**src/rtl/core/shape_fill_pixel_test_unit_macros.svh**
```systemverilog
// ----------------------------------------------------------------------------
// Shape fill pixel test: assertion macros
// Clocked on i_clk and held off while i_rst_n is low.
// ----------------------------------------------------------------------------
`ifndef SHAPE_FILL_PIXEL_TEST_UNIT_MACROS_SVH
`define SHAPE_FILL_PIXEL_TEST_UNIT_MACROS_SVH

// Same-cycle implication.
`define SFPT_ASSERT_IMP(label, ante, cons, msg) \
    label: assert property (@(posedge i_clk) disable iff (!i_rst_n) \
        (ante) |-> (cons)) else $error(msg);

// Next-cycle implication.
`define SFPT_ASSERT_NEXT(label, ante, cons, msg) \
    label: assert property (@(posedge i_clk) disable iff (!i_rst_n) \
        (ante) |=> (cons)) else $error(msg);

`endif

```
**src/rtl/core/sfpt_pkg.sv**
```systemverilog
// ----------------------------------------------------------------------------
// sfpt_pkg
// Constants, register codes and pipeline word types of the shape fill test.
// ----------------------------------------------------------------------------
`default_nettype none

package sfpt_pkg;

    localparam int SCREEN_WIDTH  = 800;
    localparam int SCREEN_HEIGHT = 480;

    localparam int PX_W    = 10;
    localparam int PY_W    = 9;
    localparam int COORD_W = 12;
    localparam int EXT_W   = 11;
    localparam int ADDR_W  = 19;
    localparam int COLOR_W = 32;
    localparam int DELTA_W = COORD_W + 1;
    localparam int MAG_W   = COORD_W;
    localparam int SQ_W    = 2 * MAG_W;
    localparam int ESQ_W   = 2 * EXT_W;
    localparam int DSUM_W  = SQ_W + 1;
    localparam int TERM_W  = SQ_W + ESQ_W;
    localparam int PROD_W  = 2 * ESQ_W;
    localparam int SUM_W   = TERM_W + 1;
    localparam int IDX_W   = 3;
    localparam int DATA_W  = 32;

    localparam logic [1:0] SHAPE_CIRCLE  = 2'd0;
    localparam logic [1:0] SHAPE_ELLIPSE = 2'd1;
    localparam logic [1:0] SHAPE_RECT    = 2'd2;

    localparam logic [2:0] HALF_WHOLE = 3'd0;
    localparam logic [2:0] HALF_UPPER = 3'd1;
    localparam logic [2:0] HALF_LOWER = 3'd2;
    localparam logic [2:0] HALF_LEFT  = 3'd3;
    localparam logic [2:0] HALF_RIGHT = 3'd4;

    localparam logic [IDX_W-1:0] CFG_SHAPE_KIND  = 3'd0;
    localparam logic [IDX_W-1:0] CFG_HALF_SELECT = 3'd1;
    localparam logic [IDX_W-1:0] CFG_REF_X       = 3'd2;
    localparam logic [IDX_W-1:0] CFG_REF_Y       = 3'd3;
    localparam logic [IDX_W-1:0] CFG_EXTENT_A    = 3'd4;
    localparam logic [IDX_W-1:0] CFG_EXTENT_B    = 3'd5;
    localparam logic [IDX_W-1:0] CFG_FILL_COLOR  = 3'd6;

    typedef struct packed {
        logic [1:0]                shape_kind;
        logic [2:0]                half_select;
        logic signed [COORD_W-1:0] ref_x;
        logic signed [COORD_W-1:0] ref_y;
        logic [EXT_W-1:0]          extent_a;
        logic [EXT_W-1:0]          extent_b;
        logic [COLOR_W-1:0]        fill_color;
    } t_cfg;

    typedef struct packed {
        logic              valid;
        logic [1:0]        shape_kind;
        logic [MAG_W-1:0]  adx;
        logic [MAG_W-1:0]  ady;
        logic              half_ok;
        logic              rect_in;
        logic              on_screen;
        logic [ADDR_W-1:0] addr;
    } t_s1;

    typedef struct packed {
        logic              valid;
        logic [1:0]        shape_kind;
        logic [TERM_W-1:0] t1;
        logic [TERM_W-1:0] t2;
        logic [PROD_W-1:0] ab2;
        logic              circ_in;
        logic              half_ok;
        logic              rect_in;
        logic              on_screen;
        logic [ADDR_W-1:0] addr;
    } t_s3;

endpackage

`default_nettype wire

```
**src/rtl/core/sfpt_cfg.sv**
```systemverilog
// ----------------------------------------------------------------------------
// sfpt_cfg
// Configuration register file with a valid/ready write channel.
// ----------------------------------------------------------------------------
`default_nettype none

module sfpt_cfg (
    input  wire                         i_clk,
    input  wire                         i_rst_n,
    input  wire                         i_cfg_valid,
    output logic                        o_cfg_ready,
    input  wire [sfpt_pkg::IDX_W-1:0]   i_cfg_index,
    input  wire [sfpt_pkg::DATA_W-1:0]  i_cfg_data,
    output sfpt_pkg::t_cfg              o_cfg
);

    sfpt_pkg::t_cfg r_cfg;

    assign o_cfg_ready = 1'b1;
    assign o_cfg       = r_cfg;

    always_ff @(posedge i_clk) begin
        if (!i_rst_n) begin
            r_cfg <= '0;
        end else if (i_cfg_valid) begin
            case (i_cfg_index)
                sfpt_pkg::CFG_SHAPE_KIND: begin
                    r_cfg.shape_kind <= i_cfg_data[1:0];
                end
                sfpt_pkg::CFG_HALF_SELECT: begin
                    r_cfg.half_select <= i_cfg_data[2:0];
                end
                sfpt_pkg::CFG_REF_X: begin
                    r_cfg.ref_x <= i_cfg_data[sfpt_pkg::COORD_W-1:0];
                end
                sfpt_pkg::CFG_REF_Y: begin
                    r_cfg.ref_y <= i_cfg_data[sfpt_pkg::COORD_W-1:0];
                end
                sfpt_pkg::CFG_EXTENT_A: begin
                    r_cfg.extent_a <= i_cfg_data[sfpt_pkg::EXT_W-1:0];
                end
                sfpt_pkg::CFG_EXTENT_B: begin
                    r_cfg.extent_b <= i_cfg_data[sfpt_pkg::EXT_W-1:0];
                end
                sfpt_pkg::CFG_FILL_COLOR: begin
                    r_cfg.fill_color <= i_cfg_data[sfpt_pkg::COLOR_W-1:0];
                end
                default: begin
                    r_cfg <= r_cfg;
                end
            endcase
        end
    end

endmodule

`default_nettype wire

```
**config.mk**
```make
export PLATFORM = sky130hd
export DESIGN_NAME = sfpt_cfg
export DESIGN_NICKNAME = d
export VERILOG_FILES = /design/src/rtl/core/shape_fill_pixel_test_unit_macros.svh /design/src/rtl/core/sfpt_pkg.sv /design/src/rtl/core/sfpt_cfg.sv
export SDC_FILE = /design/constraint.sdc
export NUM_CORES = 1
export LEC_CHECK = 0
export ABC_AREA = 1
export BUFFER_PORTS_ARGS = -buffer_cell sky130_fd_sc_hd__buf_2
export CORE_MARGIN = 2
export CORE_UTILIZATION = 44
export CTS_CLUSTER_DIAMETER = 30
export CTS_CLUSTER_SIZE = 14
export DETAILED_ROUTE_END_ITERATION = 7
export PLACE_DENSITY = 0.75
export RECOVER_POWER = 100
export SLEW_MARGIN = 20
export SYNTH_ARGS = -nofsm -noshare
export SYNTH_HDL_FRONTEND = slang
export SYNTH_SLANG_ARGS = --single-unit
```
**constraint.sdc**
```tcl
create_clock -name i_clk -period 0.8 [get_ports i_clk]
set_clock_uncertainty 0.05 [all_clocks]
set_input_delay 0.04 -clock i_clk [delete_from_list [all_inputs] [get_ports i_clk]]
set_output_delay 0.04 -clock i_clk [all_outputs]
set_load 0.1 [all_outputs]
```
**Yosys cells after proc, flatten, opt, wreduce, memory -nomap -nowiden**

Cells that the tools add are included.

- Input port bits: 38
- Register bits after elaboration: 83
- Output and inout port bits: 84

- Reduce and logical (&&, ||, !) cells: 8
- Eq/ne operators: 6

Operators by type and width:

| operator | number |
|---|---|
| $reduce_and A2 Y1 | 7 |
| $eq A3 B3 Y1 const B | 3 |
| $eq A3 B2 Y1 const B | 2 |
| $eq A3 B1 Y1 const B | 1 |
| $logic_not A3 Y1 | 1 |

**Longest topological paths before layout**

- Depth after elaboration: 2
- Gate-level depth with buffers: 7

**Least setup slack after synthesis**

No wires, ideal clock.

- Path type: register to register
- Start: register, netlist name o_cfg[0]
- End: register r_cfg, in the netlist o_cfg[0]
- Setup slack: -0.457 ns
- Stages on the path, launching flop included: 3
- Arrival: 1.142 ns
- Period minus slack after synthesis: 1.257 ns
- Library setup time: 0.065 ns
- Cell sequence: dfxtp_1 -> nor2_1 -> nor2_1

RTL lines:

| element | RTL line | text |
|---|---|---|
| end signal, assigned | sfpt_cfg.sv:49 | `r_cfg <= r_cfg;` |
| end, declared | sfpt_cfg.sv:17 | `sfpt_pkg::t_cfg r_cfg;` |

**Worst setup path after layout**

- Start: register r_cfg, in the netlist o_cfg[27]
- End: output port o_cfg[27] (netlist bit)

RTL lines:

| element | RTL line | text |
|---|---|---|
| end, declared | sfpt_cfg.sv:14 | `output sfpt_pkg::t_cfg o_cfg` |

No word-level cell between the ends.

==> flow_summary.ini <==
[critical_path]
cp_max_fo = 2
cp.required_ns = 0.71
path_class = flip-flop to primary output
rr_startpoint = o_cfg[64]
critPathLaunchType = flip-flop
worst-path-buf-inv = 1
path_depth = 1
critical-path-slowest-cell = dfxtp_4
arrival_ns = 0.91
cpLargestDelayFamily = flip-flops
rr_worst_depth = 3
crit_chain = buf_12
slowest_delay_ns = 0.38
end_kind = primary output
critPathLaunch = o_cfg[27]

[yosys]
ys_types = 13
synthTopCellsByArea = dfxtp_1 (49%), nor2_1 (19%), nand3_1 (12%)
synth_cells = 503
syn_avg_cell_area_um2 = 6.77
yosysTopAreaCell = dfxtp_1
synth.net_count = 541
yosysSeqAreaShare = 0.488
ys_ff_latch = 83
yosys_warnings = 0
yosysTopAreaCellShare = 0.488
mappedNetlistArea_mm2 = 0.00340

[cts]
cts_tree = built
cts_sinks = 83
numCtsBuffers = 9
path_clk_slew_ns = 0.08
h-tree-depth = 3
cts.path.max_buffers = 2
clock_latency_ns = 0.35
cts_root_buf = clkbuf_8

[global_route]
gr-total-overflow = 0
globalRouteTotalUtil = 0.274
first_global_vias = 3782
antenna_found_initial = 0
grt_first_pass_wirelength_um = 18200
grt_max_degree = 63

[sta]
fmax_mhz = 1000
grt_setup_unrepaired = true
timing.final.crit_period_ns = 0.996
drv_slew = 0
setup_viol_count_final = 86
fin_setup_tns_ns = -14.57
hold_viol_final = 0
fin_ws_ns = -0.196
period_share = 1.24

[route]
wl_per_cell_um = 15.7
drc = 0
wl_met1_um = 4180
wl_met2_um = 6290
firstDrtPassIters = 6
detail_route.iter0.violations = 332
viasPerCell = 5.22
vias = 3921
top_layer_used = met4
totalWireLength_um = 11800
final_antenna_net_count = 0
met3_length_um = 818

[cells_and_area]
utilization = 0.818
fin_nets = 682
syn_to_final_growth_pct = 82.9
drive_gt1_frac = 0.390
largest_reg_flops = 83
antenna_cells = 0

[power]
ir_drop_v = 0.00107
seqPwrFrac = 0.417
switching_power_uw = 3410
leakage_uw = 0.00273
sw_frac_of_total = 0.334
pwr_density_cell_mw_per_mm2 = 1640
p_clk_frac = 0.318
combPwrFrac = 0.265
p_int_uw = 6810

[floorplanning]
die_x_um = 92.0
io_pins = 122
initial_core_util = 0.448
coreArea_mm2 = 0.00761
num_rows = 32
dieHeight_um = 92.0
die_area_mm2 = 0.00846

[placed_design]
portBuffers = 120
place_congestion = 0.869
dp_slack_ns = -0.249
hpwlAfterDp_um = 7540

[worst_hold_path]
hold_start = i_cfg_data[30]
hold_depth = 5
hp-class = primary input to flip-flop

[job]
maxCapViolations = 0

[status]
outcome = complete, but fails checks
violations = negative setup slack
==> placed cells by master (no fill, tap or decap) <==
master	Yosys	final
nor2_1	173	168
buf_12	0	92
nand2_1	89	89
nand3_1	83	83
dfxtp_4	0	82
buf_2	17	37
inv_1	35	35
dlygate4sd3_1	0	15
buf_4	7	12
clkbuf_8	0	9
nor2_2	3	6
nor2_4	1	3
inv_2	3	3
clkinv_1	0	2
clkinv_4	0	2
bufinv_16	0	2
dlymetal6s4s_1	0	2
clkbuf_2	0	2
conb_1	1	1
clkinvlp_4	0	1
dfxtp_2	0	1
clkbuf_4	0	1
clkbuf_1	1	1
==> cell families after synthesis <==
group	share of synthesized area
simple gates	0.420
flops	0.488
other cells	0.00110
buf+inv	0.0911
==> power groups by stage <==
stage          registers, uW  logic [uW]  clock network, uW
6_report                4260        2700               3250
4_1_cts                 4260        2660               3280
2_1_floorplan           5320         592                  0
5_1_grt                 4280        2810               3440
3_5_place_dp            4360        2570                  0
3_3_place_gp            4350        2520                  0
==> Yosys cell counts, drive strengths merged <==
master	count
dfxtp	83
clkbuf	1
nand3	83
inv	38
buf	31
nor2	177
conb	1
nand2	89
==> layout make-up <==
class / instances / area [um^2]
sequential: 83 / 1970
fill: 430 / 1380
clock buffer: 9 / 124
timing repair buffer: 162 / 2310
tap: 102 / 128
multi-input combinational: 350 / 1460
clock inverter: 7 / 92.6
inverter: 38 / 143
==> metal layers <==
metal	global-route usage	up-vias
li1	-	1825
met1	0.312	1829
met2	0.495	219
met3	0.0460	48
met4	0.129	0
met5	0	-
==> worst min-delay path: stages <==
cell and delay, ns:
buf_2 0.09, inv_1 0.04, nand3_1 0.07, nand2_1 0.06, nor2_1 0.08
==> path summary, 6_finish.rpt <==
| check | slack (ns) | to |
|---|---|---|
| setup / recovery | -0.20 | o_cfg[27] |
| hold / removal | 0.01 | o_cfg[30] |
| setup reg to reg | 0.01 | o_cfg[64] |
| hold reg to reg | 0.47 | o_cfg[69] |
==> repair_timing <==
action                                  4_1_cts  5_1_grt
pin swaps                                     0        2
hold buffers                                 17        0
resized for setup                             0       11
endpoints found under the setup margin       83       90
buffers inserted                              5        1
endpoints found under the hold margin        17        0
==> stage by stage <==
stage / std cells / instance area (um^2) / total power [uW] / hold slack [ns]
2_1_floorplan: 503 / 3720 / 5910 / 0.204
3_3_place_gp: 712 / 5780 / 6870 / 0.303
3_5_place_dp: 712 / 5780 / 6930 / 0.313
4_1_cts: 750 / 6200 / 10200 / 0.00161
5_1_grt: 751 / 6230 / 10500 / 0.0295
6_report: 751 / 6230 / 10200 / 0.0111
Note: power is estimated with default switching activity, not from simulation.
