`src/rtl/core/shape_fill_pixel_test_unit_macros.svh`:
```
// ----------------------------------------------------------------------------
// Shape fill pixel test: assertion macros
// Clocked on i_clk and held off while i_rst_n is low.
// ----------------------------------------------------------------------------
`ifndef SHAPE_FILL_PIXEL_TEST_UNIT_MACROS_SVH
`define SHAPE_FILL_PIXEL_TEST_UNIT_MACROS_SVH

// Same-cycle implication.
`define SFPT_ASSERT_IMP(label, ante, cons, msg) \
    label: assert property (@(posedge i_clk) disable iff (!i_rst_n) \
        (ante) |-> (cons)) else $error(msg);

// Next-cycle implication.
`define SFPT_ASSERT_NEXT(label, ante, cons, msg) \
    label: assert property (@(posedge i_clk) disable iff (!i_rst_n) \
        (ante) |=> (cons)) else $error(msg);

`endif

```
`src/rtl/core/sfpt_pkg.sv`:
```
// ----------------------------------------------------------------------------
// sfpt_pkg
// Constants, register codes and pipeline word types of the shape fill test.
// ----------------------------------------------------------------------------
`default_nettype none

package sfpt_pkg;

    localparam int SCREEN_WIDTH  = 800;
    localparam int SCREEN_HEIGHT = 480;

    localparam int PX_W    = 10;
    localparam int PY_W    = 9;
    localparam int COORD_W = 12;
    localparam int EXT_W   = 11;
    localparam int ADDR_W  = 19;
    localparam int COLOR_W = 32;
    localparam int DELTA_W = COORD_W + 1;
    localparam int MAG_W   = COORD_W;
    localparam int SQ_W    = 2 * MAG_W;
    localparam int ESQ_W   = 2 * EXT_W;
    localparam int DSUM_W  = SQ_W + 1;
    localparam int TERM_W  = SQ_W + ESQ_W;
    localparam int PROD_W  = 2 * ESQ_W;
    localparam int SUM_W   = TERM_W + 1;
    localparam int IDX_W   = 3;
    localparam int DATA_W  = 32;

    localparam logic [1:0] SHAPE_CIRCLE  = 2'd0;
    localparam logic [1:0] SHAPE_ELLIPSE = 2'd1;
    localparam logic [1:0] SHAPE_RECT    = 2'd2;

    localparam logic [2:0] HALF_WHOLE = 3'd0;
    localparam logic [2:0] HALF_UPPER = 3'd1;
    localparam logic [2:0] HALF_LOWER = 3'd2;
    localparam logic [2:0] HALF_LEFT  = 3'd3;
    localparam logic [2:0] HALF_RIGHT = 3'd4;

    localparam logic [IDX_W-1:0] CFG_SHAPE_KIND  = 3'd0;
    localparam logic [IDX_W-1:0] CFG_HALF_SELECT = 3'd1;
    localparam logic [IDX_W-1:0] CFG_REF_X       = 3'd2;
    localparam logic [IDX_W-1:0] CFG_REF_Y       = 3'd3;
    localparam logic [IDX_W-1:0] CFG_EXTENT_A    = 3'd4;
    localparam logic [IDX_W-1:0] CFG_EXTENT_B    = 3'd5;
    localparam logic [IDX_W-1:0] CFG_FILL_COLOR  = 3'd6;

    typedef struct packed {
        logic [1:0]                shape_kind;
        logic [2:0]                half_select;
        logic signed [COORD_W-1:0] ref_x;
        logic signed [COORD_W-1:0] ref_y;
        logic [EXT_W-1:0]          extent_a;
        logic [EXT_W-1:0]          extent_b;
        logic [COLOR_W-1:0]        fill_color;
    } t_cfg;

    typedef struct packed {
        logic              valid;
        logic [1:0]        shape_kind;
        logic [MAG_W-1:0]  adx;
        logic [MAG_W-1:0]  ady;
        logic              half_ok;
        logic              rect_in;
        logic              on_screen;
        logic [ADDR_W-1:0] addr;
    } t_s1;

    typedef struct packed {
        logic              valid;
        logic [1:0]        shape_kind;
        logic [TERM_W-1:0] t1;
        logic [TERM_W-1:0] t2;
        logic [PROD_W-1:0] ab2;
        logic              circ_in;
        logic              half_ok;
        logic              rect_in;
        logic              on_screen;
        logic [ADDR_W-1:0] addr;
    } t_s3;

endpackage

`default_nettype wire

```
`src/rtl/core/sfpt_decide.sv`:
```
// ----------------------------------------------------------------------------
// sfpt_decide
// Last stage: ellipse sum compare, coverage by shape kind and the output
// register of the result word.
// ----------------------------------------------------------------------------
`default_nettype none

module sfpt_decide (
    input  wire                            i_clk,
    input  wire                            i_rst_n,
    input  wire sfpt_pkg::t_s3             i_s3,
    input  wire sfpt_pkg::t_cfg            i_cfg,
    output logic                           o_result_valid,
    output logic                           o_write_enable,
    output logic [sfpt_pkg::ADDR_W-1:0]    o_pixel_address,
    output logic [sfpt_pkg::COLOR_W-1:0]   o_pixel_color
);

    logic [sfpt_pkg::SUM_W-1:0]   w_lhs;
    logic                         w_ell_in;
    logic                         w_cover;
    logic                         r_valid;
    logic                         r_we;
    logic [sfpt_pkg::ADDR_W-1:0]  r_addr;
    logic [sfpt_pkg::COLOR_W-1:0] r_color;

    assign w_lhs    = sfpt_pkg::SUM_W'(i_s3.t1) + sfpt_pkg::SUM_W'(i_s3.t2);
    assign w_ell_in = (w_lhs <= sfpt_pkg::SUM_W'(i_s3.ab2));

    always_comb begin
        case (i_s3.shape_kind)
            sfpt_pkg::SHAPE_CIRCLE:  w_cover = i_s3.circ_in && i_s3.half_ok;
            sfpt_pkg::SHAPE_ELLIPSE: w_cover = w_ell_in && i_s3.half_ok;
            sfpt_pkg::SHAPE_RECT:    w_cover = i_s3.rect_in;
            default:                 w_cover = 1'b0;
        endcase
    end

    always_ff @(posedge i_clk) begin
        if (!i_rst_n) begin
            r_valid <= 1'b0;
            r_we    <= 1'b0;
        end else begin
            r_valid <= i_s3.valid;
            r_we    <= i_s3.valid && w_cover && i_s3.on_screen;
        end
        // A word without a write carries zero address and color.
        r_addr  <= (w_cover && i_s3.on_screen) ? i_s3.addr : '0;
        r_color <= (w_cover && i_s3.on_screen) ? i_cfg.fill_color : '0;
    end

    assign o_result_valid  = r_valid;
    assign o_write_enable  = r_we;
    assign o_pixel_address = r_we ? r_addr : '0;
    assign o_pixel_color   = r_we ? r_color : '0;

endmodule

`default_nettype wire

```
`config.mk`:
```
export PLATFORM = sky130hd
export DESIGN_NAME = sfpt_decide
export DESIGN_NICKNAME = d
export VERILOG_FILES = /design/src/rtl/core/shape_fill_pixel_test_unit_macros.svh /design/src/rtl/core/sfpt_pkg.sv /design/src/rtl/core/sfpt_decide.sv
export SDC_FILE = /design/constraint.sdc
export NUM_CORES = 1
export LEC_CHECK = 0
export BUFFER_PORTS_ARGS = -buffer_cell sky130_fd_sc_hd__buf_4
export CAP_MARGIN = 15
export CORE_MARGIN = 1
export CORE_UTILIZATION = 35
export CTS_CLUSTER_DIAMETER = 80
export CTS_CLUSTER_SIZE = 12
export DETAILED_ROUTE_END_ITERATION = 8
export PLACE_DENSITY_LB_ADDON = 0.08
export SLEW_MARGIN = 20
export SYNTH_ARGS = -nofsm -noshare
export SYNTH_HDL_FRONTEND = slang
export SYNTH_SLANG_ARGS = --single-unit
```
`constraint.sdc`:
```
create_clock -name i_clk -period 6.5 [get_ports i_clk]
set_clock_uncertainty 0.05 [all_clocks]
set_input_delay 1.625 -clock i_clk [delete_from_list [all_inputs] [get_ports i_clk]]
set_output_delay 1.625 -clock i_clk [all_outputs]
set_load 0.03 [all_outputs]
```
Yosys cells after proc, flatten, opt, wreduce, memory -nomap -nowiden
Cells that the tools add are included.
{ "word_totals": {"ff_bits": 53, "input_bits": 247, "output_inout_bits": 53, "word_cells": 17} }
{ "classes": {"addsub": 1, "magnitude_cmp": 1, "n_eq_ne": 2, "mux": 3, "reduce_logical": 6} }
{ "ops": {"columns": ["op", "n"], "rows": [
  ["$add A46 B46 Y47", 1],
  ["$le A47 B44 Y1", 1],
  ["$mux W32", 1],
  ["$mux W19", 1],
  ["$logic_and A1 B1 Y1", 5],
  ["$pmux W1 S3", 1],
  ["$eq A2 B1 Y1 const B", 1],
  ["$eq A2 B2 Y1 const B", 1],
  ["$logic_not A2 Y1", 1]
]} }

Longest topological paths before layout
{ "logic_depth": {"word_depth": 6, "depth_mapped": 24, "ltp_nobuf": 22} }

Worst setup path after synthesis
No wires, ideal clock.
{ "synth_path": {"kind": "input to register", "from": "in i_s3[92] (netlist name)", "to": "reg r_we (netlist: o_write_enable)", "setup_ns": 0.088, "arrival_ns": 6.122, "t_required_ns": 6.362, "setup_slack_ns": 0.240, "cell_stages": 22, "path_buffers": 3, "path_cell_list": "ha_1 > buf_6 > and3_4 > and3_4 > and2_4 > a2111oi_4 > a21oi_2 > o311a_4 > nor2_1 > mux2_1 > o2111ai_1 > ha_1 > a21o_1 > a211o_1 > a211oi_1 > nor3b_1 > o21ai_1 > a21oi_1 > clkbuf_1 > buf_1 > nand3_1 > o32ai_2"} }
{ "synth_via": {"elab_chain_cells": 6} }
{ "synth_rtl": {"columns": ["item", "line", "rtl"], "rows": [
  ["from (decl)", "sfpt_decide.sv:11", "input wire sfpt_pkg::t_s3 i_s3,"],
  ["$add A46 B46 Y47", "sfpt_decide.sv:27", "assign w_lhs = sfpt_pkg::SUM_W'(i_s3.t1) + sfpt_pkg::SUM_W'(i_s3.t2);"],
  ["$le A47 B44 Y1", "sfpt_decide.sv:28", "assign w_ell_in = (w_lhs <= sfpt_pkg::SUM_W'(i_s3.ab2));"],
  ["$logic_and A1 B1 Y1", "sfpt_decide.sv:33", "sfpt_pkg::SHAPE_ELLIPSE: w_cover = w_ell_in && i_s3.half_ok;"],
  ["$pmux W1 S3", "sfpt_decide.sv:31", "case (i_s3.shape_kind)"],
  ["$logic_and A1 B1 Y1 (2 in a row)", "sfpt_decide.sv:45", "r_we <= i_s3.valid && w_cover && i_s3.on_screen;"],
  ["to (signal assigned)", "sfpt_decide.sv:45", null],
  ["to (decl)", "sfpt_decide.sv:23", "logic r_we;"]
]} }
No other way between the ends.
A chain may end at the register's enable or synchronous reset.

Worst setup path after layout
{ "layout_path": {"from": "in i_s3[68] (netlist name)", "to": "reg r_color[25] (netlist name)"} }
{ "layout_via": {"elab_chain_cells": 5} }
{ "layout_rtl": {"columns": ["item", "line", "rtl"], "rows": [
  ["$add A46 B46 Y47", "sfpt_decide.sv:27", null],
  ["$le A47 B44 Y1", "sfpt_decide.sv:28", null],
  ["$logic_and A1 B1 Y1", "sfpt_decide.sv:33", null],
  ["$pmux W1 S3", "sfpt_decide.sv:31", null],
  ["$logic_and A1 B1 Y1", "sfpt_decide.sv:49", "r_color <= (w_cover && i_s3.on_screen) ? i_cfg.fill_color : '0;"],
  ["to (signal assigned)", "sfpt_decide.sv:49", null],
  ["to (decl)", "sfpt_decide.sv:25", "logic [sfpt_pkg::COLOR_W-1:0] r_color;"]
]} }
No other way between the ends.

==> metrics <==
startpoint type of the worst setup path input port; number of standard cells after synthesis about 850; maxcap violations 0; number of nets in the layout roughly 1500; all-layer global routing usage 0.202; sequential-to-total area share from yosys stat 0.157; DRC violation total after the first TritonRoute iteration ~290; clock tree from TritonCTS yes; clock-pin slew on the worst setup and hold paths about 80 ps; area growth from synthesis to layout 41.5%; routed length per placed instance 15.0 um; switching power of the nets slightly above 0.5 mW; # H-tree levels 2; Register Area between 1000 and 1500 um2; starting utilization of the core area 0.359; number of distinct standard cells referenced by the synthesized netlist just under 60; via count of the first global-routing pass approximately 6800; I/O Pins 300; first-pass GRT wire length 32.9 mm; top post-synthesis cells by count sky130_fd_sc_hd__ha_1, sky130_fd_sc_hd__inv_1, sky130_fd_sc_hd__and2_1; proportion of synthesized flip-flops having asynchronous set or reset 0; die span in x 141 um; Fillers about 1900; count of input and output buffers ~250; DP HPWL approximately 17 mm; critical path data required time 6670 ps; number of buffers on the longest clock path 2; core area approximately 19000 um2; DRC errors left 0; maximum single-stage delay on the critical path 360 ps; Synth Area per Inst 7.89 um2; buffers and inverters on the worst path 5; vias post-DR between 7000 and 8000; power share of the sequential group 0.253; clock network fraction of total power 0.197; count of placed standard cells including taps approximately 1400; syn nets 1192; buffers inserted during post-CTS setup optimization 0; cells traversed along the worst timing path buf_4 -> ha_1 -> a211oi_2 -> o21ai_2 -> and3_2 -> o2111ai_2 -> buf_4 -> a21oi_2 -> o311a_4 -> nor2_2 -> mux2_1 -> o2111ai_2 -> ha_1 -> a21o_1 -> a211o_1 -> a211oi_2 -> nor3b_2 -> buf_4 -> o21ai_1 -> a21oi_4 -> buf_12 -> buf_4 -> nand4b_1 -> o21ai_1; final critical-path share of the clock period 0.948; Power Internal approximately 0.84 mW; total of warnings raised by yosys 0; status finished, final reports clean; critical path's slowest cell sky130_fd_sc_hd__mux2_1; TritonCTS Buffers 5; number of synthesized flops with an enable pin 0; synthesized flop and latch total 53; global route overflow 0; share of total power in combinational logic 0.549; data arrival time of the worst path between 6000 and 7000 ps; die height 141 um; largest cells by area after synthesis sky130_fd_sc_hd__ha_1, sky130_fd_sc_hd__dfxtp_1, sky130_fd_sc_hd__nand4b_1; overall power between 1 and 1.5 mW; via density per instance between 5 and 6; final critical path time including I/O delays and setup just over 6000 ps; library cell with the highest instance count after synthesis sky130_fd_sc_hd__ha_1; number of sinks driven by the clock tree 53; Pwr per Cell Area 142 nW/um2; proportion of layout cells with a drive suffix above 1 0.358; total setup violations reported at the end of the flow 0; area share of the largest cell type after synthesis 0.167; Multi-input gate area 5300 um2; number of antenna violations at the first check in global routing 0; crit path max fanout 10; total detailed-routing wirelength 20.5 mm; most frequent CP cell sky130_fd_sc_hd__buf_4; delay-heaviest family, CP compound AO/OA/AOI/OAI gates; standby leakage power roughly 4.6 nW; main flop type after synthesis sky130_fd_sc_hd__dfxtp_1; cell taking the most area after synthesis sky130_fd_sc_hd__ha_1; Crit Path Category input port to flip-flop; gp weighted congestion about 0.85; maximum number of pins on one net before global-route repair between 50 and 60; hold buffer count at cts 0; measured slew at the worst slew-check pin ~850 ps; hold crit path type input port to flip-flop; headroom to the max-slew limit 0.436; sort of element at the end of the critical path flip-flop; number of nets with antenna violations after detailed routing 0; area of the mapped netlist between 6000 and 7000 um2; placement row count 50; final hold viol count 0; total count of max-transition violations in the final report 0; f_max 162 MHz; Switching Share 0.380; Layout Cells excl Fill 1371; Die Area 19800 um2; diodes inserted 0; RSZ-0062 raised after global routing false; Placement Setup Slack -278 ps; Clock Root Buffer sky130_fd_sc_hd__clkbuf_16; number of detailed-route iterations in the first pass 4; maximum VDD drop between 0.07 and 0.08 mV; smallest setup slack after layout 340 ps
## path summary, 6_finish.rpt
check,from,end,slack (ps),cells after the start
min,i_cfg[20],r_color[20],1520,3
max,i_s3[68],r_color[25],340,24
## layout make-up
cell class              count  share of cell area
repair buffers            324               0.263
flip-flops and latches     53               0.111
clock buffers               5              0.0131
well taps                 234              0.0307
multi-input cells         690               0.555
inverters                  62              0.0244
clock inverters             3             0.00223
## layer usage
| layer | routed length (um) | vias up | GRT usage |
|---|---|---|---|
| met5 | 0 | - | 0 |
| met4 | 178 | 0 | 0.0275 |
| met3 | 753 | 15 | 0.0187 |
| met2 | 9910 | 161 | 0.361 |
| met1 | 9700 | 3230 | 0.266 |
| li1 | - | 3691 | - |
## layout by cell type, fill, tap and decap left out, drive strengths merged, types with 9 or more instances in the layout
cell type    n
and2        58
nand2       40
nand3b      52
nand3       12
dfxtp       53
nor3        13
and3        11
nand4       20
buf        324
a31oi        9
o21ai       93
inv         63
ha          90
a21oi       54
xnor2       21
xor2        14
nor2b        9
nand4b      51
a211oi      11
o21a        13
a21o        36
nor2        22
## power by group through the flow
stage / Sequential (mW) / Clock [mW] / Combinational (mW)
CTS: 0.343 / 0.279 / 0.744
detailed placement: 0.351 / 0 / 0.738
global placement: 0.350 / 0 / 0.736
finish: 0.343 / 0.268 / 0.744
global route: 0.345 / 0.289 / 0.828
floorplan: 0.349 / 0 / 0.460
## sequential cells by signal, indices dropped and copies added, names as in the netlist
register / flops
r_color: 32
r_addr: 19
o_result_valid: 1
o_write_enable: 1
## cells by family after synthesis
kind of cell / count (synthesis) / share of synthesized area
simple gates: 311 / 0.293
compound gates: 249 / 0.259
buf+inv: 111 / 0.0687
fa+ha+maj: 91 / 0.170
flops: 53 / 0.157
xor+xnor: 35 / 0.0455
mux: 4 / 0.00668
## what timing repair did
action	CTS	global route
endpoints found under the setup margin	1	52
hold endpoints to repair	0	0
pin swaps	0	3
resized for setup	1	11
## through the flow
step	setup TNS, ps	utilization	cell area, um2	hold WS (ps)
4_1_cts	0	0.506	9490	1510
3_3_place_gp	-14390	0.498	9340	1820
3_5_place_dp	-12450	0.498	9340	1820
2_1_floorplan	0	-	6740	1720
6_report	0	0.508	9540	1520
5_1_grt	0	0.508	9540	1520
## tightest hold or removal path, stage by stage
cell and delay, ps:
sky130_fd_sc_hd__buf_4 80, sky130_fd_sc_hd__nand3b_1 80, sky130_fd_sc_hd__o21ai_2 50
Power figures use the tool's default switching activity.
