===== src/rtl/core/shape_fill_pixel_test_unit_macros.svh =====
// ----------------------------------------------------------------------------
// Shape fill pixel test: assertion macros
// Clocked on i_clk and held off while i_rst_n is low.
// ----------------------------------------------------------------------------
`ifndef SHAPE_FILL_PIXEL_TEST_UNIT_MACROS_SVH
`define SHAPE_FILL_PIXEL_TEST_UNIT_MACROS_SVH

// Same-cycle implication.
`define SFPT_ASSERT_IMP(label, ante, cons, msg) \
    label: assert property (@(posedge i_clk) disable iff (!i_rst_n) \
        (ante) |-> (cons)) else $error(msg);

// Next-cycle implication.
`define SFPT_ASSERT_NEXT(label, ante, cons, msg) \
    label: assert property (@(posedge i_clk) disable iff (!i_rst_n) \
        (ante) |=> (cons)) else $error(msg);

`endif


===== src/rtl/core/sfpt_pkg.sv =====
// ----------------------------------------------------------------------------
// sfpt_pkg
// Constants, register codes and pipeline word types of the shape fill test.
// ----------------------------------------------------------------------------
`default_nettype none

package sfpt_pkg;

    localparam int SCREEN_WIDTH  = 800;
    localparam int SCREEN_HEIGHT = 480;

    localparam int PX_W    = 10;
    localparam int PY_W    = 9;
    localparam int COORD_W = 12;
    localparam int EXT_W   = 11;
    localparam int ADDR_W  = 19;
    localparam int COLOR_W = 32;
    localparam int DELTA_W = COORD_W + 1;
    localparam int MAG_W   = COORD_W;
    localparam int SQ_W    = 2 * MAG_W;
    localparam int ESQ_W   = 2 * EXT_W;
    localparam int DSUM_W  = SQ_W + 1;
    localparam int TERM_W  = SQ_W + ESQ_W;
    localparam int PROD_W  = 2 * ESQ_W;
    localparam int SUM_W   = TERM_W + 1;
    localparam int IDX_W   = 3;
    localparam int DATA_W  = 32;

    localparam logic [1:0] SHAPE_CIRCLE  = 2'd0;
    localparam logic [1:0] SHAPE_ELLIPSE = 2'd1;
    localparam logic [1:0] SHAPE_RECT    = 2'd2;

    localparam logic [2:0] HALF_WHOLE = 3'd0;
    localparam logic [2:0] HALF_UPPER = 3'd1;
    localparam logic [2:0] HALF_LOWER = 3'd2;
    localparam logic [2:0] HALF_LEFT  = 3'd3;
    localparam logic [2:0] HALF_RIGHT = 3'd4;

    localparam logic [IDX_W-1:0] CFG_SHAPE_KIND  = 3'd0;
    localparam logic [IDX_W-1:0] CFG_HALF_SELECT = 3'd1;
    localparam logic [IDX_W-1:0] CFG_REF_X       = 3'd2;
    localparam logic [IDX_W-1:0] CFG_REF_Y       = 3'd3;
    localparam logic [IDX_W-1:0] CFG_EXTENT_A    = 3'd4;
    localparam logic [IDX_W-1:0] CFG_EXTENT_B    = 3'd5;
    localparam logic [IDX_W-1:0] CFG_FILL_COLOR  = 3'd6;

    typedef struct packed {
        logic [1:0]                shape_kind;
        logic [2:0]                half_select;
        logic signed [COORD_W-1:0] ref_x;
        logic signed [COORD_W-1:0] ref_y;
        logic [EXT_W-1:0]          extent_a;
        logic [EXT_W-1:0]          extent_b;
        logic [COLOR_W-1:0]        fill_color;
    } t_cfg;

    typedef struct packed {
        logic              valid;
        logic [1:0]        shape_kind;
        logic [MAG_W-1:0]  adx;
        logic [MAG_W-1:0]  ady;
        logic              half_ok;
        logic              rect_in;
        logic              on_screen;
        logic [ADDR_W-1:0] addr;
    } t_s1;

    typedef struct packed {
        logic              valid;
        logic [1:0]        shape_kind;
        logic [TERM_W-1:0] t1;
        logic [TERM_W-1:0] t2;
        logic [PROD_W-1:0] ab2;
        logic              circ_in;
        logic              half_ok;
        logic              rect_in;
        logic              on_screen;
        logic [ADDR_W-1:0] addr;
    } t_s3;

endpackage

`default_nettype wire


===== src/rtl/core/sfpt_mult.sv =====
// ----------------------------------------------------------------------------
// sfpt_mult
// Second and third stages: squares of the offsets and extents, then the
// weighted ellipse terms and the circle distance compare.
// ----------------------------------------------------------------------------
`default_nettype none

module sfpt_mult (
    input  wire                 i_clk,
    input  wire                 i_rst_n,
    input  wire sfpt_pkg::t_s1  i_s1,
    input  wire sfpt_pkg::t_cfg i_cfg,
    output sfpt_pkg::t_s3       o_s3
);

    // Second stage registers.
    logic                        r_s2_valid;
    logic [1:0]                  r_s2_shape_kind;
    logic [sfpt_pkg::SQ_W-1:0]   r_s2_dx2;
    logic [sfpt_pkg::SQ_W-1:0]   r_s2_dy2;
    logic [sfpt_pkg::ESQ_W-1:0]  r_s2_a2;
    logic [sfpt_pkg::ESQ_W-1:0]  r_s2_b2;
    logic [sfpt_pkg::ESQ_W-1:0]  r_s2_ab;
    logic                        r_s2_half_ok;
    logic                        r_s2_rect_in;
    logic                        r_s2_on_screen;
    logic [sfpt_pkg::ADDR_W-1:0] r_s2_addr;

    logic [sfpt_pkg::DSUM_W-1:0] w_d2;
    sfpt_pkg::t_s3               n_s3;
    sfpt_pkg::t_s3               r_s3;

    always_ff @(posedge i_clk) begin
        if (!i_rst_n) begin
            r_s2_valid <= 1'b0;
        end else begin
            r_s2_valid <= i_s1.valid;
        end
        r_s2_shape_kind <= i_s1.shape_kind;
        r_s2_dx2        <= sfpt_pkg::SQ_W'(i_s1.adx) * sfpt_pkg::SQ_W'(i_s1.adx);
        r_s2_dy2        <= sfpt_pkg::SQ_W'(i_s1.ady) * sfpt_pkg::SQ_W'(i_s1.ady);
        r_s2_a2         <= sfpt_pkg::ESQ_W'(i_cfg.extent_a) * sfpt_pkg::ESQ_W'(i_cfg.extent_a);
        r_s2_b2         <= sfpt_pkg::ESQ_W'(i_cfg.extent_b) * sfpt_pkg::ESQ_W'(i_cfg.extent_b);
        r_s2_ab         <= sfpt_pkg::ESQ_W'(i_cfg.extent_a) * sfpt_pkg::ESQ_W'(i_cfg.extent_b);
        r_s2_half_ok    <= i_s1.half_ok;
        r_s2_rect_in    <= i_s1.rect_in;
        r_s2_on_screen  <= i_s1.on_screen;
        r_s2_addr       <= i_s1.addr;
    end

    assign w_d2 = sfpt_pkg::DSUM_W'(r_s2_dx2) + sfpt_pkg::DSUM_W'(r_s2_dy2);

    // The ellipse inequality uses (a*b)^2 for a^2*b^2 so that each product
    // here has only one multiplier in front of the register.
    always_comb begin
        n_s3.valid      = r_s2_valid;
        n_s3.shape_kind = r_s2_shape_kind;
        n_s3.t1         = sfpt_pkg::TERM_W'(r_s2_dx2) * sfpt_pkg::TERM_W'(r_s2_b2);
        n_s3.t2         = sfpt_pkg::TERM_W'(r_s2_dy2) * sfpt_pkg::TERM_W'(r_s2_a2);
        n_s3.ab2        = sfpt_pkg::PROD_W'(r_s2_ab) * sfpt_pkg::PROD_W'(r_s2_ab);
        n_s3.circ_in    = (w_d2 <= sfpt_pkg::DSUM_W'(r_s2_a2));
        n_s3.half_ok    = r_s2_half_ok;
        n_s3.rect_in    = r_s2_rect_in;
        n_s3.on_screen  = r_s2_on_screen;
        n_s3.addr       = r_s2_addr;
    end

    always_ff @(posedge i_clk) begin
        if (!i_rst_n) begin
            r_s3.valid <= 1'b0;
        end else begin
            r_s3.valid <= n_s3.valid;
        end
        r_s3.shape_kind <= n_s3.shape_kind;
        r_s3.t1         <= n_s3.t1;
        r_s3.t2         <= n_s3.t2;
        r_s3.ab2        <= n_s3.ab2;
        r_s3.circ_in    <= n_s3.circ_in;
        r_s3.half_ok    <= n_s3.half_ok;
        r_s3.rect_in    <= n_s3.rect_in;
        r_s3.on_screen  <= n_s3.on_screen;
        r_s3.addr       <= n_s3.addr;
    end

    assign o_s3 = r_s3;

endmodule

`default_nettype wire


===== config.mk =====
export PLATFORM = sky130hd
export DESIGN_NAME = sfpt_mult
export DESIGN_NICKNAME = d
export VERILOG_FILES = /design/src/rtl/core/shape_fill_pixel_test_unit_macros.svh /design/src/rtl/core/sfpt_pkg.sv /design/src/rtl/core/sfpt_mult.sv
export SDC_FILE = /design/constraint.sdc
export NUM_CORES = 2
export LEC_CHECK = 0
export BUFFER_PORTS_ARGS = -buffer_cell sky130_fd_sc_hd__buf_4
export CORE_AREA = 2 2 351 353
export CTS_CLUSTER_DIAMETER = 120
export DETAILED_ROUTE_END_ITERATION = 7
export DIE_AREA = 0 0 353 355
export GPL_TIMING_DRIVEN = 1
export PLACE_DENSITY_LB_ADDON = 0.15
export SLEW_MARGIN = 20
export SYNTH_ARGS = -nofsm -noshare
export SYNTH_HDL_FRONTEND = slang
export SYNTH_SLANG_ARGS = --single-unit

===== constraint.sdc =====
create_clock -name i_clk -period 7.4 [get_ports i_clk]
set_input_delay 1.48 -clock i_clk [delete_from_list [all_inputs] [get_ports i_clk]]
set_output_delay 1.48 -clock i_clk [all_outputs]
set_load 0.03 [all_outputs]

### After elaboration in Yosys (flattened, before gate mapping)

Index checks and enable logic that the tools add are counted.

| word-level totals | value |
|---|---|
| logic and storage cells | 31 |
| memories kept | 0 |
| bits in read-only memories | 0 |
| input bits | 134 |
| latch bits | 0 |
| register bits after elaboration | 301 |
| bits in writable memories | 0 |

| cells by class | value |
|---|---|
| shift-type cells | 0 |
| magnitude comparators | 1 |
| $mul | 8 |
| div/mod/pow operators | 0 |
| mux-type cells | 0 |
| add/sub/neg operators | 1 |
| bitwise operators | 0 |
| eq/ne operators | 0 |
| reduce and logical (&&, ||, !) cells | 0 |

Operators by type and width:

| kind | count |
|---|---|
| 24-bit by 22-bit multiplier with 46-bit output | 2 |
| 11-bit by 11-bit multiplier with 22-bit output | 3 |
| 12-bit by 12-bit multiplier with 24-bit output | 2 |
| 22-bit by 22-bit multiplier with 44-bit output | 1 |
| 24-bit by 24-bit adder with 25-bit output | 1 |
| 25-bit by 22-bit <= comparator with 1-bit output | 1 |

### Logic depth before layout (Yosys ltp)

| depth | value |
|---|---|
| depth after elaboration | 2 |
| depth in mapped cells | 29 |

### Least setup slack after synthesis

OpenSTA, ideal clock, no wires.

| timing path | value |
|---|---|
| path kind | flip-flop to flip-flop |
| from | register r_s2_ab[2] (netlist name) |
| to | register r_s3, in the netlist o_s3[63] |
| clock period less this slack | 6989 ps |
| buffers on the path | 2 |
| arrival | 6917 ps |
| stages on the path, launching flop included | 26 |
| slack | 411 ps |
| data required time | 7328 ps |
| library setup time | 72 ps |
| cell sequence | dfxtp_1 clkbuf_1 clkbuf_1 nand2_1 fa_1 inv_1 fa_1 inv_1 fa_1 inv_1 fa_1 fa_1 fa_1 fa_1 ha_1 a21o_1 a21o_1 a21oi_1 nor3_1 a2111oi_2 nand2_1 a41oi_2 o31ai_2 or4_1 o21ai_1 xnor2_1 |

RTL lines:

| what | line | text |
|---|---|---|
| start, declared | sfpt_mult.sv:23 | `logic [sfpt_pkg::ESQ_W-1:0] r_s2_ab;` |
| start signal, assigned | sfpt_mult.sv:44 | `r_s2_ab <= sfpt_pkg::ESQ_W'(i_cfg.extent_a) * sfpt_pkg::ESQ_W'(i_cfg.extent_b);` |
| end, declared | sfpt_mult.sv:31 | `sfpt_pkg::t_s3 r_s3;` |

==> summary.md <==
| Metric | Value |
|---|---|
| Fraction of registers with async set/reset | 0% |
| Die Ht | 355 um |
| Antenna violations before repair | 17 |
| Starting density of the core | 58.8% |
| Nature of the critical path endpoint | register |
| Vias in the first global route | 55700 |
| Library cells used by synthesis | 82 |
| Required @ worst endpoint | 7960 ps |
| Total negative setup slack | 0 ps |
| Drt drc | 0 |
| Outcome | finished, final reports clean |
| Period utilisation layout | 96.1% |
| Routed vias/inst | roughly 5.2 |
| Finish-stage setup viols | 0 |
| Relative slew slack | a little under half |
| CTS sink cnt | roughly 300 |
| Ys Warns | 0 |
| Cell taking the most area after synthesis | fa_1 |
| Most frequent cell after synthesis | inv_1 |
| Htree depth | 2 |
| Commonest cells in the netlist | 1817 x inv_1, 1516 x fa_1, 859 x and2_1 |
| Avg WL per Cell | ~17 um |
| Initial DRC Count | 2650 |
| Hold buffer count at cts | 0 |
| Measured slew at the worst slew-check pin | 804 ps |
| Total Routing Usage GR | between 20 and 30% |
| Final wirelength | around 160000 um |
| Final GP Congestion | ~0.94 |
| IO buf count | about 230 |
| Hold Crit Class | reg2reg |
| Vias | 50600 |
| Synthesized flop and latch total | 294 |
| Max Cap Viol | 0 |
| Cts bufs inserted | 43 |
| Post-Syn Area | 71300 um^2 |
| Nets@finish | 10500 |
| Hold Violations, Final | 0 |
| Post-synthesis sequential area ratio | 8.25% |
| CP startpoint kind | register |
| Clock transition at path regs | ~60 ps |
| Syn Area/Cell | just over 9 um^2 |
| Share of Yosys cell area claimed by the top area cell type | 42.5% |
| Final Slew Violations | 0 |
| Arr. time, crit path | 7680 ps |
| Tmin final | 7110 ps |
| I/O Pins | 296 |
| Clock Tree Buf Depth | 3 |
| Area growth from synthesis to layout | 9.93% |
| EDFF count, synth | 0 |
| Layout cell share with drive strength beyond 1 | 9.13% |
| DR pass1 iterations | 6 |
| Detailed placer's ending HPWL | about 140000 um |
| Largest net degree at the start of global routing | 26 |
| Core area | about 120000 um^2 |
| Clk_lat worst skew | ~650 ps |
| Synth Flop Type | dfxtp_1 |
| Kind of critical path | reg2reg |
| FMAX | 141 MHz |
| First-pass GRT wire length | 279000 um |
| Largest cells by area after synthesis | fa_1 43%, ha_1 15%, inv_1 9.6% |
| Chip width | 353 um |
| Die area | between 100000 and 150000 um^2 |
| Row cnt | 128 |
| Antenna Nets Post-Route | 0 |
| CP Max Fanout | 9 |
| Cells after Synth | about 7700 |
| Clock root buffer | clkbuf_16 |
| Total gr overflow | 0 |
| Clock skew | 34.0 ps |
| CTS tree | done |
-- final cells by class --
class | count | area [um^2]
Multi-Input combinational cell | 5275 | 57700
Fill cell | 10200 | 43000
Inverter | 1817 | 6820
Sequential cell | 294 | 5920
Timing Repair Buffer | 566 | 4400
Tap cell | 1625 | 2030
Clock buffer | 47 | 1130
Clock inverter | 31 | 417
Antenna cell | 4 | 10.0
-- sequential cells by signal, indices dropped and copies added (netlist names), 2 cells and up --
name,flops
o_s3,159
r_s2_a2,21
r_s2_ab,22
r_s2_addr,19
r_s2_b2,21
r_s2_dx2,23
r_s2_dy2,23
r_s2_shape_kind,2
-- routing by layer --
layer	wire length [um]	share of wire, %	global-route usage [%]	up-vias
met5	114	0.070	0	-
met4	4610	2.8	7.46	20
met3	10100	6.1	4.71	270
met2	80500	49	47.8	1218
met1	68800	42	36.0	25700
li1	-	-	-	23400
-- critical path: stages (launching register included) --
cell       delay, ps
dfxtp_1          650
nand2_1          220
fa_1             570
inv_1             50
fa_1             470
fa_1             580
fa_1             450
fa_1             520
fa_1             430
fa_1             470
ha_1             300
a21o_1           180
a21oi_2          210
nor2b_1           80
o211a_1          220
a2111oi_2        280
buf_4            190
nand2_1          110
a41oi_2          270
o31ai_2          120
or4_1            430
o21ai_1          120
xnor2_1          140
-- path summary, 6_finish.rpt --
path,from,end,slack (ps),depth (start not counted)
min reg2reg,r_s2_addr[14]$_DFF_P_,o_s3[14]$_DFF_P_,330,0
max reg2reg,r_s2_ab[15]$_DFF_P_,o_s3[63]$_DFF_P_,290,22
max,r_s2_ab[15]$_DFF_P_,o_s3[63]$_DFF_P_,290,22
min,r_s2_addr[14]$_DFF_P_,o_s3[14]$_DFF_P_,330,0
-- stage by stage --
| step | area [um^2] | instances | utilization [%] | hold slack [ps] | setup slack [ps] |
|---|---|---|---|---|---|
| 2_1_floorplan | 71400 | 7677 | - | 310 | 411 |
| 3_3_place_gp | 76700 | 9576 | 63.2 | 310 | -11.8 |
| 3_5_place_dp | 76700 | 9576 | 63.2 | 312 | -44.0 |
| 4_1_cts | 78300 | 9654 | 64.5 | 326 | 2.61 |
| 5_1_grt | 78400 | 9658 | 64.6 | 331 | -3.03 |
| 6_report | 78400 | 9659 | 64.6 | 326 | 289 |
-- cell families (layout without fill, tap and decap cells) --
kind of cell / count (synthesis) / count (layout) / share of synthesized area, %
multiplexers: 7 / 7 / 0.109
other: 2 / 29 / 0.0105
AO/OA/AOI/OAI: 557 / 557 / 5.15
AND/OR/NAND/NOR: 2055 / 2055 / 14.7
flip-flops: 294 / 294 / 8.25
XOR/XNOR: 262 / 262 / 3.22
adder cells (fa/ha/maj): 2369 / 2369 / 57.5
buffers and inverters: 2108 / 2461 / 11.1
-- cell usage in the layout, fill, tap and decap left out, types with 14 or more instances in the layout --
master     count
a211oi_1      16
a21o_1        79
a21oi_1      192
and2_1       859
and3_1        33
buf_4        553
clkbuf_16     43
conb_1        25
dfxtp_1      269
dfxtp_2       25
fa_1        1515
ha_1         853
inv_1       1817
nand2_1      769
nand2b_1      32
nand3_1       45
nand4_1       14
nor2_1       162
nor2b_1       50
nor3_1        41
o21a_1        35
o21ai_0       73
o21bai_1      39
or2_2         17
xnor2_1      184
xor2_1        78
-- timing repair --
action	CTS	global route
setup buffers	0	1
pin swaps	0	5
endpoints found under the setup margin	3	21
gates resized for setup	2	39
endpoints found under the hold margin	0	0
Power is left out: the tool's default activity adds up to more than one toggle a clock period on the data nets, which glitch-free logic cannot reach.
